==> src/design/bue_pkg.sv <==
package bue_pkg;

  localparam int unsigned NumSlots = 3;

  // trailing marker that closes every message
  localparam logic [7:0] EqChar = 8'h3d;

  typedef struct packed {
    logic [NumSlots-1:0][7:0] chr;
    logic [NumSlots-1:0]      last;
    logic [1:0]               cnt;
  } grp_t;

  // 6-bit group to alphabet symbol: A-Z, a-z, 0-9, '-', '~'
  function automatic logic [7:0] sym(input logic [5:0] g);
    logic [7:0] r;
    if (g < 6'd26) begin
      r = 8'h41 + {2'b00, g};
    end else if (g < 6'd52) begin
      r = 8'h61 + ({2'b00, g} - 8'd26);
    end else if (g < 6'd62) begin
      r = 8'h30 + ({2'b00, g} - 8'd52);
    end else if (g == 6'd62) begin
      r = 8'h2d;
    end else begin
      r = 8'h7e;
    end
    return r;
  endfunction

endpackage

==> src/design/bue_enc.sv <==
module bue_enc (
  input  logic              clk,
  input  logic              rst_n,
  input  logic [7:0]        data_byte,
  input  logic              final_byte,
  input  logic              adv,
  output bue_pkg::grp_t     grp
);

  logic [3:0] lval_r;
  logic [2:0] lcnt_r;

  logic [2:0]  cnt_sat;
  logic [4:0]  lmask;
  logic [11:0] acc;
  logic [3:0]  total;
  logic [3:0]  sh1;
  logic [11:0] shifted;
  logic        two;
  logic [3:0]  rem_w;
  logic [2:0]  rem;
  logic [5:0]  rmask;
  logic [4:0]  remv;
  logic [5:0]  flush;
  logic [1:0]  n;

  always_comb begin
    cnt_sat = (lcnt_r > 3'd4) ? 3'd4 : lcnt_r;
    lmask   = (5'd1 << cnt_sat) - 5'd1;
    acc     = {lval_r & lmask[3:0], data_byte};
    total   = {1'b0, cnt_sat} + 4'd8;
    two     = (total >= 4'd12);
    sh1     = total - 4'd6;
    shifted = acc >> sh1;
    rem_w   = two ? (total - 4'd12) : (total - 4'd6);
    rem     = rem_w[2:0];
    rmask   = (6'd1 << rem) - 6'd1;
    remv    = acc[4:0] & rmask[4:0];
    flush   = {1'b0, remv} << (3'd6 - rem);

    grp      = '0;
    grp.chr[0] = bue_pkg::sym(shifted[5:0]);
    n        = 2'd1;
    if (two) begin
      grp.chr[1] = bue_pkg::sym(acc[5:0]);
      n          = 2'd2;
    end
    if (final_byte) begin
      if (rem != 3'd0) begin
        grp.chr[n] = bue_pkg::sym(flush);
        n          = n + 2'd1;
      end
      grp.chr[n]  = bue_pkg::EqChar;
      grp.last[n] = 1'b1;
      n           = n + 2'd1;
    end
    grp.cnt = n;
  end

  // leftover bits carried to the next byte, cleared at message end
  always_ff @(posedge clk) begin
    if (!rst_n) begin
      lval_r <= '0;
      lcnt_r <= '0;
    end else if (adv) begin
      if (final_byte) begin
        lval_r <= '0;
        lcnt_r <= '0;
      end else begin
        lval_r <= remv[3:0];
        lcnt_r <= rem;
      end
    end
  end

endmodule

==> src/design/bue_queue.sv <==
module bue_queue (
  input  logic          clk,
  input  logic          rst_n,
  input  bue_pkg::grp_t grp_in,
  input  logic          grp_valid,
  output logic          grp_take,
  output logic          out_valid,
  input  logic          out_stall,
  output logic [7:0]    out_char,
  output logic          out_last_char
);

  bue_pkg::grp_t hold_r;
  logic [1:0]    hcnt_r;
  logic [1:0]    hcnt_nxt;
  logic          out_valid_r;
  logic [7:0]    out_char_r;
  logic          out_last_r;
  logic          pop;

  assign pop      = (hcnt_r != 2'd0) && (!out_valid_r || !out_stall);
  assign grp_take = grp_valid && ((hcnt_r == 2'd0) || ((hcnt_r == 2'd1) && pop));

  always_comb begin
    if (grp_take) begin
      hcnt_nxt = grp_in.cnt;
    end else if (pop) begin
      hcnt_nxt = hcnt_r - 2'd1;
    end else begin
      hcnt_nxt = hcnt_r;
    end
  end

  always_ff @(posedge clk) begin
    if (!rst_n) begin
      hcnt_r      <= '0;
      out_valid_r <= 1'b0;
    end else begin
      hcnt_r <= hcnt_nxt;
      if (!out_valid_r || !out_stall) begin
        out_valid_r <= (hcnt_r != 2'd0);
      end
    end
  end

  // payload: head slot goes to the output, remaining slots shift down
  always_ff @(posedge clk) begin
    if (pop) begin
      out_char_r <= hold_r.chr[0];
      out_last_r <= hold_r.last[0];
    end
    if (grp_take) begin
      hold_r <= grp_in;
    end else if (pop) begin
      hold_r.chr[0]  <= hold_r.chr[1];
      hold_r.chr[1]  <= hold_r.chr[2];
      hold_r.last[0] <= hold_r.last[1];
      hold_r.last[1] <= hold_r.last[2];
    end
  end

  assign out_valid     = out_valid_r;
  assign out_char      = out_char_r;
  assign out_last_char = out_last_r;

endmodule

==> src/design/base64_url_style_encoder.sv <==
// byte-stream encoder to 6-bit symbols (A-Z a-z 0-9 - ~), one input byte per
// item, one ascii character per result item. leftover bits (0, 2 or 4) are
// kept between bytes; on the byte flagged final they are flushed zero-padded
// as one more character, followed by a single '=' with out_last_char set,
// and the block is ready for a new message. a byte yields 1 to 3 characters
// and the result channel carries one character per cycle while out_stall is
// low, so in a long stream the rate is set by the single output port draining
// the character queue. a byte's characters pass from the input register
// through the queue's hold register to the output register. a new byte is taken
// while the previous one's characters are still draining.
module base64_url_style_encoder (
  input  logic       clk,
  input  logic       rst_n,
  input  logic       in_valid,
  output logic       in_stall,
  input  logic [7:0] in_data_byte,
  input  logic       in_final_byte,
  output logic       out_valid,
  input  logic       out_stall,
  output logic [7:0] out_char,
  output logic       out_last_char
);

  // input register
  logic       in_vld_r;
  logic [7:0] in_byte_r;
  logic       in_fin_r;

  bue_pkg::grp_t grp;
  logic          take;
  logic          in_load;

  // input register frees when its item moves into the character queue
  assign in_load  = !in_vld_r || take;
  assign in_stall = !in_load;

  always_ff @(posedge clk) begin
    if (!rst_n) begin
      in_vld_r <= 1'b0;
    end else if (in_load) begin
      in_vld_r <= in_valid;
    end
  end

  always_ff @(posedge clk) begin
    if (in_load) begin
      in_byte_r <= in_data_byte;
      in_fin_r  <= in_final_byte;
    end
  end

  // splits the byte into up to three characters and advances leftover state
  bue_enc u_enc (
    .clk        (clk),
    .rst_n      (rst_n),
    .data_byte  (in_byte_r),
    .final_byte (in_fin_r),
    .adv        (take),
    .grp        (grp)
  );

  // holds the characters of one byte and hands them out one per cycle unless out_stall holds them
  bue_queue u_queue (
    .clk           (clk),
    .rst_n         (rst_n),
    .grp_in        (grp),
    .grp_valid     (in_vld_r),
    .grp_take      (take),
    .out_valid     (out_valid),
    .out_stall     (out_stall),
    .out_char      (out_char),
    .out_last_char (out_last_char)
  );

endmodule

==> config.mk <==
export PLATFORM = sky130hd
export DESIGN_NAME = base64_url_style_encoder
export DESIGN_NICKNAME = d
export VERILOG_FILES = /design/src/design/bue_pkg.sv /design/src/design/bue_enc.sv /design/src/design/bue_queue.sv /design/src/design/base64_url_style_encoder.sv
export SDC_FILE = /design/constraint.sdc
export NUM_CORES = 1
export LEC_CHECK = 0
export BUFFER_PORTS_ARGS = -buffer_cell sky130_fd_sc_hd__buf_2
export CORE_ASPECT_RATIO = 1.25
export CORE_MARGIN = 4
export CORE_UTILIZATION = 52
export DETAILED_ROUTE_END_ITERATION = 10
export PLACE_DENSITY = 0.66
export REMOVE_ABC_BUFFERS = 1
export SLEW_MARGIN = 30
export SYNTH_ARGS = -nofsm -noshare
export SYNTH_HDL_FRONTEND = slang
export SYNTH_SLANG_ARGS = --single-unit
==> constraint.sdc <==
create_clock -name clk -period 7.55 [get_ports clk]
set_input_delay 0.755 -clock clk [delete_from_list [all_inputs] [get_ports clk]]
set_output_delay 0.755 -clock clk [all_outputs]
set_load 0.005 [all_outputs]
==> metrics.txt, run 1 <==
I/O pin total 24; DRC Markers 0; Antenna Cells 0; Worst Tran Pin Value roughly 0.96 ns; Hold Path Class reg2reg; fillers 804; Power per Cell Area 301.2 mW/mm²; first-pass GRT wire length 19510 µm; Overflow after GRT 0; WP buf/inv 3; # hold bufs at CTS 0; endpoints failing hold 0; synth warn 0; DR iter-0 viols between 200 and 250; Main synth FF type edfxtp_1; distinct cell type count after synthesis 86; reg-to-reg startpoint u_enc.lcnt_r[1]; fmax 239.5 MHz; crit path capture type flip-flop; CTS tree built; min Tclk post-route 4.176 ns; part of the cycle the worst path needs 55.31%; via count 3885; fraction of layout cells with a size suffix above 1 a little over a tenth; core box area 0.008701 mm²; Synth area leader edfxtp_1; Critical Path Slowest Stage Cell dfxtp_1; drt first pass iters 5; most common cell after layout, fill and taps aside nand2_1; family with the most delay on the worst path compound AO/OA/AOI/OAI gates; number of stages on the worst setup path 13; initial antenna violation count 0; Routed Antenna Nets 0; # port buffers 23; normalized max-slew margin 35.74%; peak supply drop around 0.19 mV; post-CTS setup buffer count 0; Synth top area share 28.99%; top post-synthesis cells by area edfxtp_1, ha_1, dfxtp_1; worst setup margin 3.374 ns; slowest stage delay, CP 0.66 ns; die width 92.68 µm; R2R Path End u_queue.hold_r[11]; area of the multi-input gates 0.002811 mm²; dpl cells a little over 600; required time of the critical path 7.68 ns; status finished clean; Post-Syn Area per Cell 9.157 µm²; number of flops mapped to enable cells by yosys 45; Mapped Cells 509; post_cts resized 0; R2R depth 13; CTS sink cnt 56; final setup fails 0; Worst setup SP type flip-flop; Max H-tree Level 2; critical path capture point u_queue.hold_r[11]; minimum hold slack roughly 0.44 ns; Layout Cells excl Fill 630; Slew Limit Fails 0; post-DP HPWL 8531 µm; Worst-Skew Late Latency 0.32 ns; storage element area ~0.0016 mm²; commonest non-fill, non-tap cells in the layout nand2_1, edfxtp_1, ha_1, a21oi_1, inv_1; TritonCTS Buffers 5; # rows 38; largest net degree at the start of global routing 45; Synth Register Bits between 50 and 60; pre-CTS WS 3.438 ns; Final #Nets 557; mapped cell area ~0.0047 mm²; Initial Util 53.57%; max cap viols 0; vias in the first global route roughly 3800; die area 0.01055 mm²; gpl congestion 0.9675; Worst-path clk slew 0.10 ns; via density per instance 6.167; CTS root buffer clkbuf_8; chip height 113.8 µm; routed len/inst 18.37 µm; Area Overhead vs Synth 5.235%; CP Class reg2reg; clk_skew between 0.01 and 0.015 ns; worst path cell trace nand2b_4 -> inv_2 -> ha_1 -> inv_1 -> a221o_1 -> a22o_1 -> inv_1 -> ha_1 -> and3_1 -> a2111o_1 -> xor2_2 -> a41o_1 -> o311ai_1; slack of the worst reg-to-reg path 3.37 ns; Leak 0.001931 µW; Setup Total Neg Slack 0 ns; RSZ-0062 raised after global routing no; final wirelength 11570 µm; worst setup path startpoint u_enc.lcnt_r[1]; sequential-to-total area share from yosys stat between 30% and 40%; clock tree buffer depth 2; total track usage 22.91%; Max FO, Critical Path 14; async set-reset flop share out of synthesis 0%; Worst Path Arrival 4.31 ns
kinds of logic (layout without fill, tap and decap cells):
logic type | count (synthesis) | in the layout | synth area share [%]
flops | 56 | 56 | 33.72
buf+inv | 65 | 64 | 6.121
xor+xnor | 28 | 28 | 5.423
compound gates | 143 | 143 | 23.14
simple gates | 168 | 168 | 18.90
other cells | 1 | 3 | 0.08046
mux | 13 | 13 | 3.221
fa+ha+maj | 35 | 35 | 9.396
layer usage:
metal	share of wire, %	global-route usage [%]
met5	0	0
met4	2.3	7.722
met3	5.1	3.100
met2	50	40.17
met1	43	28.97
registers in the layout, summed over array words and instances, names as in the netlist:
register	cells
in_fin_r	1
u_queue.hcnt_r	2
u_enc.lval_r	4
in_byte_r	8
u_queue.out_last_char	1
in_vld_r	1
u_enc.lcnt_r	3
u_queue.out_valid	1
u_queue.hold_r	27
u_queue.out_char	8
worst min path at each step:
stage                             startpoint                   to  slack [ns]  cells past startpoint
final                      u_queue.hold_r[8]  u_queue.out_char[3]        0.44                      0
after CTS                  u_queue.hold_r[9]  u_queue.out_char[4]        0.44                      0
after global routing       u_queue.hold_r[9]  u_queue.out_char[4]        0.44                      0
after detailed placement   u_queue.hold_r[9]  u_queue.out_char[4]        0.41                      0
after floorplan            u_queue.hold_r[5]  u_queue.out_char[0]        0.40                      0
after global placement    u_queue.hold_r[10]  u_queue.out_char[5]        0.40                      0
final cells by class:
type / count / area share (%)
clock buffers: 6 / 1.684
repair buffers: 26 / 2.806
flip-flops and latches: 56 / 32.04
inverters: 30 / 2.296
well taps: 120 / 3.061
clock inverters: 2 / 0.7908
multi-input cells: 390 / 57.32
synth_stat cells (4+ instances only):
| cell | n |
|---|---|
| nor2b_1 | 12 |
| nand2_1 | 50 |
| o21ai_0 | 19 |
| inv_1 | 24 |
| o2111ai_1 | 4 |
| nand4_1 | 5 |
| nor2_1 | 21 |
| nand3_1 | 17 |
| a22o_1 | 5 |
| o211ai_1 | 5 |
| a21oi_1 | 31 |
| nand3b_1 | 4 |
| mux2i_1 | 6 |
| clkbuf_1 | 23 |
| dfxtp_1 | 11 |
| nor3_1 | 8 |
| a211oi_1 | 5 |
| a31oi_1 | 5 |
| xor2_1 | 12 |
| buf_4 | 6 |
| o311ai_0 | 4 |
| o21ai_1 | 5 |
| o211a_1 | 4 |
| inv_2 | 4 |
| ha_1 | 35 |
| xnor2_1 | 15 |
| nor4_1 | 5 |
| edfxtp_1 | 45 |
| and2_1 | 13 |
| a21boi_0 | 5 |
| nand2b_1 | 7 |
| and3_1 | 6 |
through the flow:
stage          cell area (µm²)  power, µW  utilization (%)
2_1_floorplan             4496       1060                -
3_3_place_gp              4783       1255            54.98
3_5_place_dp              4783       1268            54.98
4_1_cts                   4905       1482            56.37
5_1_grt                   4905       1591            56.37
6_report                  4905       1477            56.37
worst reg2reg max path: cells and delay by family (launching register included):
family	cells	cell delay, ns
DFF	1	0.66
AOI/OAI and AO/OA	5	1.51
buffers and inverters	3	0.67
adders and majority gates	2	0.63
xor gates and xnor gates	1	0.19
and+or+nand+nor	2	0.34
report_power, final:
| part | leakage [µW] | switching (µW) | total [µW] | internal (µW) |
|---|---|---|---|---|
| sequential | 0.000530 | 59.6 | 547 | 487 |
| combinational | 0.00134 | 441 | 720 | 279 |
| clock | 0.0000614 | 102 | 211 | 109 |
No activity file was read; power rests on OpenSTA's default activity.
==> inputs of run 2 (changes only) <==
ABC_AREA = 1   (was unset)
PLACE_DENSITY = 0.69   (was 0.66)
clock period = 3.5 ns   (was 7.55 ns; I/O delays follow)
==> run 2 against run 1 <==
Against the previous run: register-to-register slack worse by 3.0 ns; combinational power rose to 2.8 times the previous value; clock skew down 0.0045 ns; critical path type unchanged.
==> metrics.txt, run 2 <==
top post-synthesis cells by area edfxtp_1, nand2_1, ha_1; clk_skew 0.008189 ns (-0.004506 ns); Layout Cells excl Fill 750 (+19%); fmax 322.3 MHz (+35%); Power Total 3535 µW (+140%); min Tclk post-route 3.102 ns (-1.074 ns); initial antenna violation count 0 (unchanged); TritonCTS Buffers 5 (unchanged); Worst Tran Pin Value 0.7001 ns (-0.2628 ns); sequential-to-total area share from yosys stat 34.31% (+0.59 points); Routed Antenna Nets 0 (unchanged); drt first pass iters 4 (-1); Overflow after GRT 0 (unchanged); Clk network pwr share 10.7% (-3.6 points); chip height 112.9 µm (-0.80%); die area 0.01038 mm² (-1.6%); first-pass GRT wire length 18050 µm (-7.5%); Setup Total Neg Slack 0 ns (unchanged); number of flops mapped to enable cells by yosys 45 (unchanged); max cap viols 0 (unchanged); minimum hold slack 0.1941 ns (-0.2421 ns); via count 3982 (+2.5%); part of the cycle the worst path needs 88.64% (+33 points); final wirelength 10720 µm (-7.4%); mapped cell area 0.004581 mm² (-1.7%); post-CTS setup buffer count 0 (unchanged); combinational group share of total power 56.9% (+8.2 points); via density per instance 5.309 (-14%); Slew Limit Fails 0 (unchanged); synth warn 0 (unchanged); CTS tree built; CP Class reg2reg; routed len/inst 14.29 µm (-22%); Initial Util 52.94% (-0.63 points); Flop pwr share 32.4% (-4.6 points); total track usage 21.41% (-1.5 points); I/O pin total 24 (unchanged); Hold Crit Depth 1 (+1); Max H-tree Level 2 (unchanged); DR iter-0 viols 209 (-14%); Worst setup SP type flip-flop; Synth Register Bits 56 (unchanged); P_int 1888 µW (+120%); fraction of layout cells with a size suffix above 1 16.67% (+5.9 points); R2R depth 18 (+5); top cells by count, synth nand2_1, inv_1, nand3_1, nor2_1, edfxtp_1; dpl cells 742 (+19%); post-DP HPWL 8456 µm (-0.88%); Synth top area share 29.50% (+0.51 points); normalized max-slew margin 53.15% (+17 points); Biggest register u_queue.hold_r; Main synth FF type edfxtp_1; Worst-Skew Late Latency 0.32 ns (about the same); largest net degree at the start of global routing 31 (-31%); crit path capture type flip-flop; Final #Nets 677 (+22%); vias in the first global route 3804 (-0.89%); CTS sink cnt 56 (unchanged); endpoints failing hold 0 (unchanged); die width 91.95 µm (-0.79%); switching pwr 1646 µW (+170%); core box area 0.008653 mm² (-0.55%); worst setup margin 0.3978 ns (-2.976 ns); distinct cell type count after synthesis 53 (-38%); Mapped Cells 598 (+17%); required time of the critical path 3.58 ns (-4.10 ns); Max FO, Critical Path 12 (-2); async set-reset flop share out of synthesis 0% (unchanged); RSZ-0062 raised after global routing no; gpl congestion 0.9292 (-4.0%); max FFs per register 27 (unchanged); CTS root buffer clkbuf_8; Worst-path clk slew 0.11 ns (about the same); count leader, synth nand2_1; peak supply drop 0.2664 mV (+44%); Post-Syn Area per Cell 7.660 µm² (-16%); final setup fails 0 (unchanged); # port buffers 23 (unchanged); # rows 38 (unchanged); Worst Path Arrival 3.18 ns (-1.13 ns); status finished clean; switching part of the total 46.58% (+5.8 points); Antenna Cells 0 (unchanged); Power per Cell Area 711.7 mW/mm² (+140%); Hold Path Class in2reg; Area Overhead vs Synth 8.413%; pre-CTS WS 0.1876 ns (-3.251 ns); Leak 0.002336 µW (+21%); DRC Markers 0 (unchanged); commonest non-fill, non-tap cells in the layout nand2_1, inv_1, nand3_1, nor2_1, edfxtp_1; clock tree buffer depth 2 (unchanged); most common cell after layout, fill and taps aside nand2_1; Synth area leader edfxtp_1; fillers 849 (+5.6%)
run 2: path summary, 6_finish.rpt:
kind                           from                   to  slack [ns]
setup reg to reg    u_enc.lcnt_r[2]   u_queue.hold_r[19]        0.40
hold / removal        in_final_byte             in_fin_r        0.19
hold reg to reg   u_queue.hold_r[5]  u_queue.out_char[0]        0.43
setup / recovery    u_enc.lcnt_r[2]   u_queue.hold_r[19]        0.40
run 2: cell families (layout without fill, tap and decap cells):
group / Yosys count / after routing / synth area share, %
AND/OR/NAND/NOR: 297 / 297 / 31.11
buffers and inverters: 99 / 129 / 9.478
AO/OA/AOI/OAI: 96 / 96 / 12.78
flip-flops: 56 / 56 / 34.31
adder cells (fa/ha/maj): 35 / 35 / 9.560
XOR/XNOR: 14 / 14 / 2.677
other: 1 / 3 / 0.08187
run 2: per-layer routing:
layer / wire length [µm] / part of all wire, % / GRT usage, % / vias to the layer above
met5: 0 / 0 / 0 / -
met4: 466 / 4.3 / 11.89 / 0
met3: 382 / 3.6 / 2.859 / 29
met2: 5277 / 49 / 36.45 / 101
met1: 4589 / 43 / 26.07 / 1825
li1: - / - / - / 2027
run 2: timing repair:
item,CTS,global route
hold buffers,0,0
endpoints found under the setup margin,0,7
gates resized for setup,0,2
run 2: cell type report:
type | count | area [µm²] | area share [%]
repair buffers | 37 | 220.2 | 4.434
well taps | 120 | 150.1 | 3.023
clock buffers | 5 | 68.82 | 1.386
multi-input cells | 445 | 2601 | 52.38
inverters | 84 | 325.3 | 6.551
flip-flops and latches | 56 | 1573 | 31.67
clock inverters | 3 | 27.53 | 0.5543
run 2: critical path, cell delays in order, from the launching register on:
cell and delay (ns):
dfxtp_2 0.57, nor2_2 0.12, ha_1 0.40, inv_1 0.16, nor3_1 0.07, nor2_1 0.14, nand2_1 0.09, o21ai_2 0.14
nor2_4 0.08, nand2_1 0.08, inv_1 0.06, or2_2 0.27, ha_1 0.20, o21ai_0 0.07, nand3_1 0.09, a21oi_1 0.12
nand2_1 0.06, nand2_1 0.07, a21oi_2 0.05
run 2: power groups by stage:
stage,Combinational [µW],Clock (µW),Sequential (µW)
2_1_floorplan,1470,0,1150
3_3_place_gp,1950,0,1160
3_5_place_dp,1990,0,1160
4_1_cts,1990,386,1150
5_1_grt,2280,415,1170
6_report,2010,379,1140
run 2: through the flow:
stage	util (%)	cell area [µm²]
6_report	57.39	4966
4_1_cts	57.23	4952
3_5_place_dp	56.12	4856
5_1_grt	57.39	4966
2_1_floorplan	-	4479
3_3_place_gp	56.12	4856
==> inputs of run 3 (changes only) <==
ABC_AREA = 0   (was 1)
CORE_UTILIZATION = 55   (was 52)
PLACE_DENSITY = 0.73   (was 0.69)
==> run 3 against run 2 <==
Against the previous run: sequential power about the same; maximum frequency fell by 7.2%; worst setup slack got worse by 0.24 ns; critical path type unchanged; critical endpoint is now u_queue.hold_r[9]; largest cell class unchanged.
==> metrics.txt, run 3 (same netlist as run 1, synthesis figures left out) <==
status finished clean; dpl cells 630 (-15%); reg-to-reg startpoint u_enc.lcnt_r[2]; worst path cell trace nand2b_4 -> inv_2 -> ha_2 -> mux2_1 -> a221o_1 -> a22o_2 -> inv_2 -> ha_1 -> and3_1 -> a2111o_1 -> xor2_2 -> mux2_1 -> a31oi_1; CTS tree built; Worst Hold End in_byte_r[1]; max cap viols 0 (unchanged); met3 GRT Util 3.259% (+0.40 points); GRT met1 Usage 29.43% (+3.4 points); CP Class reg2reg; # port buffers 23 (unchanged); Area Overhead vs Synth 11.46%; fillers 712 (-16%); final setup fails 0 (unchanged); I/O pin total 24 (unchanged); Worst-path clk slew 0.10 ns (about the same); core box area 0.008240 mm² (-4.8%); first-pass GRT wire length 19630 µm (+8.8%); DR iter-0 viols 289 (+38%); peak supply drop 0.3107 mV (+17%); Final #Nets 588 (-13%); Slew Limit Fails 0 (unchanged); chip height 110.9 µm (-1.8%); routed len/inst 18.80 µm (+32%); die width 90.34 µm (-1.8%); fmax 299.3 MHz (-7.2%); normalized max-slew margin 40.26% (-13 points); Leak 0.002097 µW (-10%); required time of the critical path 3.67 ns (+0.09 ns); Hold Crit Depth 1 (unchanged); Overflow after GRT 0 (unchanged); crit path capture type flip-flop; CTS root buffer clkbuf_8; slack of the worst reg-to-reg path 0.16 ns (-0.24 ns); Initial Util 56.56% (+3.6 points); Worst Tran Pin Value 0.8951 ns (+0.1950 ns); endpoints failing hold 0 (unchanged); worst setup margin 0.1585 ns (-0.2393 ns); via count 4117 (+3.4%); vias in the first global route 3976 (+4.5%); R2R Path End u_queue.hold_r[9]; slowest stage delay, CP 0.38 ns (-0.19 ns); CTS sink cnt 56 (unchanged); Layout Cells excl Fill 638 (-15%); clk_skew 0.01229 ns (+0.004106 ns); part of the cycle the worst path needs 95.47% (+6.8 points); R2R depth 13 (-5); Biggest register u_queue.hold_r; Worst setup SP type flip-flop; TritonCTS Buffers 5 (unchanged); Routed Antenna Nets 0 (unchanged); post-CTS setup buffer count 0 (unchanged); DRC Markers 0 (unchanged); initial antenna violation count 0 (unchanged); drt first pass iters 6 (+2); Worst Path Arrival 3.51 ns (+0.33 ns); most common cell after layout, fill and taps aside nand2_1; clock tree buffer depth 2 (unchanged); RSZ-0062 raised after global routing yes; Max H-tree Level 2 (unchanged); die area 0.01002 mm² (-3.5%); via density per instance 6.453 (+22%); Min-Delay Startpoint in_data_byte[1]; total track usage 23.67% (+2.3 points); commonest non-fill, non-tap cells in the layout nand2_1, edfxtp_1, buf_4, ha_1, a21oi_1; Max FO, Critical Path 7 (-5); pre-CTS WS -0.08000 ns (-0.2676 ns); busiest layer in global routing met2; Hold Path Class in2reg; Worst-Skew Late Latency 0.31 ns (about the same); Antenna Cells 0 (unchanged); min Tclk post-route 3.341 ns (+0.2393 ns); final wirelength 11990 µm (+12%); # rows 37 (-2.6%); largest net degree at the start of global routing 44 (+42%); max FFs per register 27 (unchanged); met2 Use GR 40.73% (+4.3 points); Power per Cell Area 629.7 mW/mm² (-12%); gpl congestion 0.9641 (+3.8%); fraction of layout cells with a size suffix above 1 19.59% (+2.9 points); post-DP HPWL 9017 µm (+6.6%); Critical Path Slowest Stage Cell dfxtp_2
## run 3: how the worst max path moves through the flow
| stage | from | end | cells after the start |
|---|---|---|---|
| finish | u_enc.lcnt_r[2] | u_queue.hold_r[9] | 13 |
| CTS | u_enc.lcnt_r[2] | u_queue.hold_r[17] | 15 |
| global route | u_enc.lcnt_r[2] | u_queue.hold_r[9] | 13 |
| detailed placement | u_enc.lcnt_r[2] | u_queue.hold_r[17] | 15 |
| floorplan | u_enc.lcnt_r[2] | u_queue.hold_r[11] | 13 |
| global placement | u_enc.lcnt_r[2] | u_queue.hold_r[8] | 15 |
## run 3: power by group
| part | total (µW) | switching [µW] | internal [µW] |
|---|---|---|---|
| clock | 405 | 217 | 188 |
| sequential | 1160 | 106 | 1050 |
| combinational | 1710 | 1010 | 695 |
## run 3: area by class of cell
cell class	instances	area (µm²)	share of cell area, %
sequential	56	1574	30.30
tap	97	121.4	2.336
timing repair buffer	57	382.9	7.370
clock inverter	1	8.758	0.1686
multi-input combinational	390	2898	55.78
inverter	30	112.6	2.168
clock buffer	7	97.59	1.879
## run 3: what timing repair did
item	in CTS	in global routing
endpoints found under the setup margin	6	13
pin swaps	0	3
gates resized for setup	3	22
hold buffers	0	0
## run 3: critical path: cells and delay by family (launching register included)
kind                       cells  cell delay [ns]
AOI/OAI and AO/OA              4             0.91
xor gates and xnor gates       1             0.21
adders and majority gates      2             0.55
buffers and inverters          2             0.15
DFF                            1             0.38
muxes                          2             0.69
and+or+nand+nor                2             0.30
## run 3: layer usage
metal	part of all wire, %	up-vias
met3	4.8	36
met5	0	-
li1	-	1947
met1	42	1978
met2	50	156
met4	3.7	0
## run 3: metrics by stage
| step | setup TNS, ns | cell area (µm²) | util, % | hold WS, ns | power, µW |
|---|---|---|---|---|---|
| floorplan | -3.802 | 4496 | - | 0.4003 | 2286 |
| global placement | -0.03883 | 5000 | 60.67 | 0.4027 | 2779 |
| detailed placement | -0.09153 | 5000 | 60.67 | 0.4114 | 2820 |
| CTS | -0.005671 | 5111 | 62.03 | 0.1955 | 3239 |
| finish | 0 | 5195 | 63.04 | 0.2078 | 3272 |
| global route | 0 | 5195 | 63.04 | 0.1909 | 3510 |
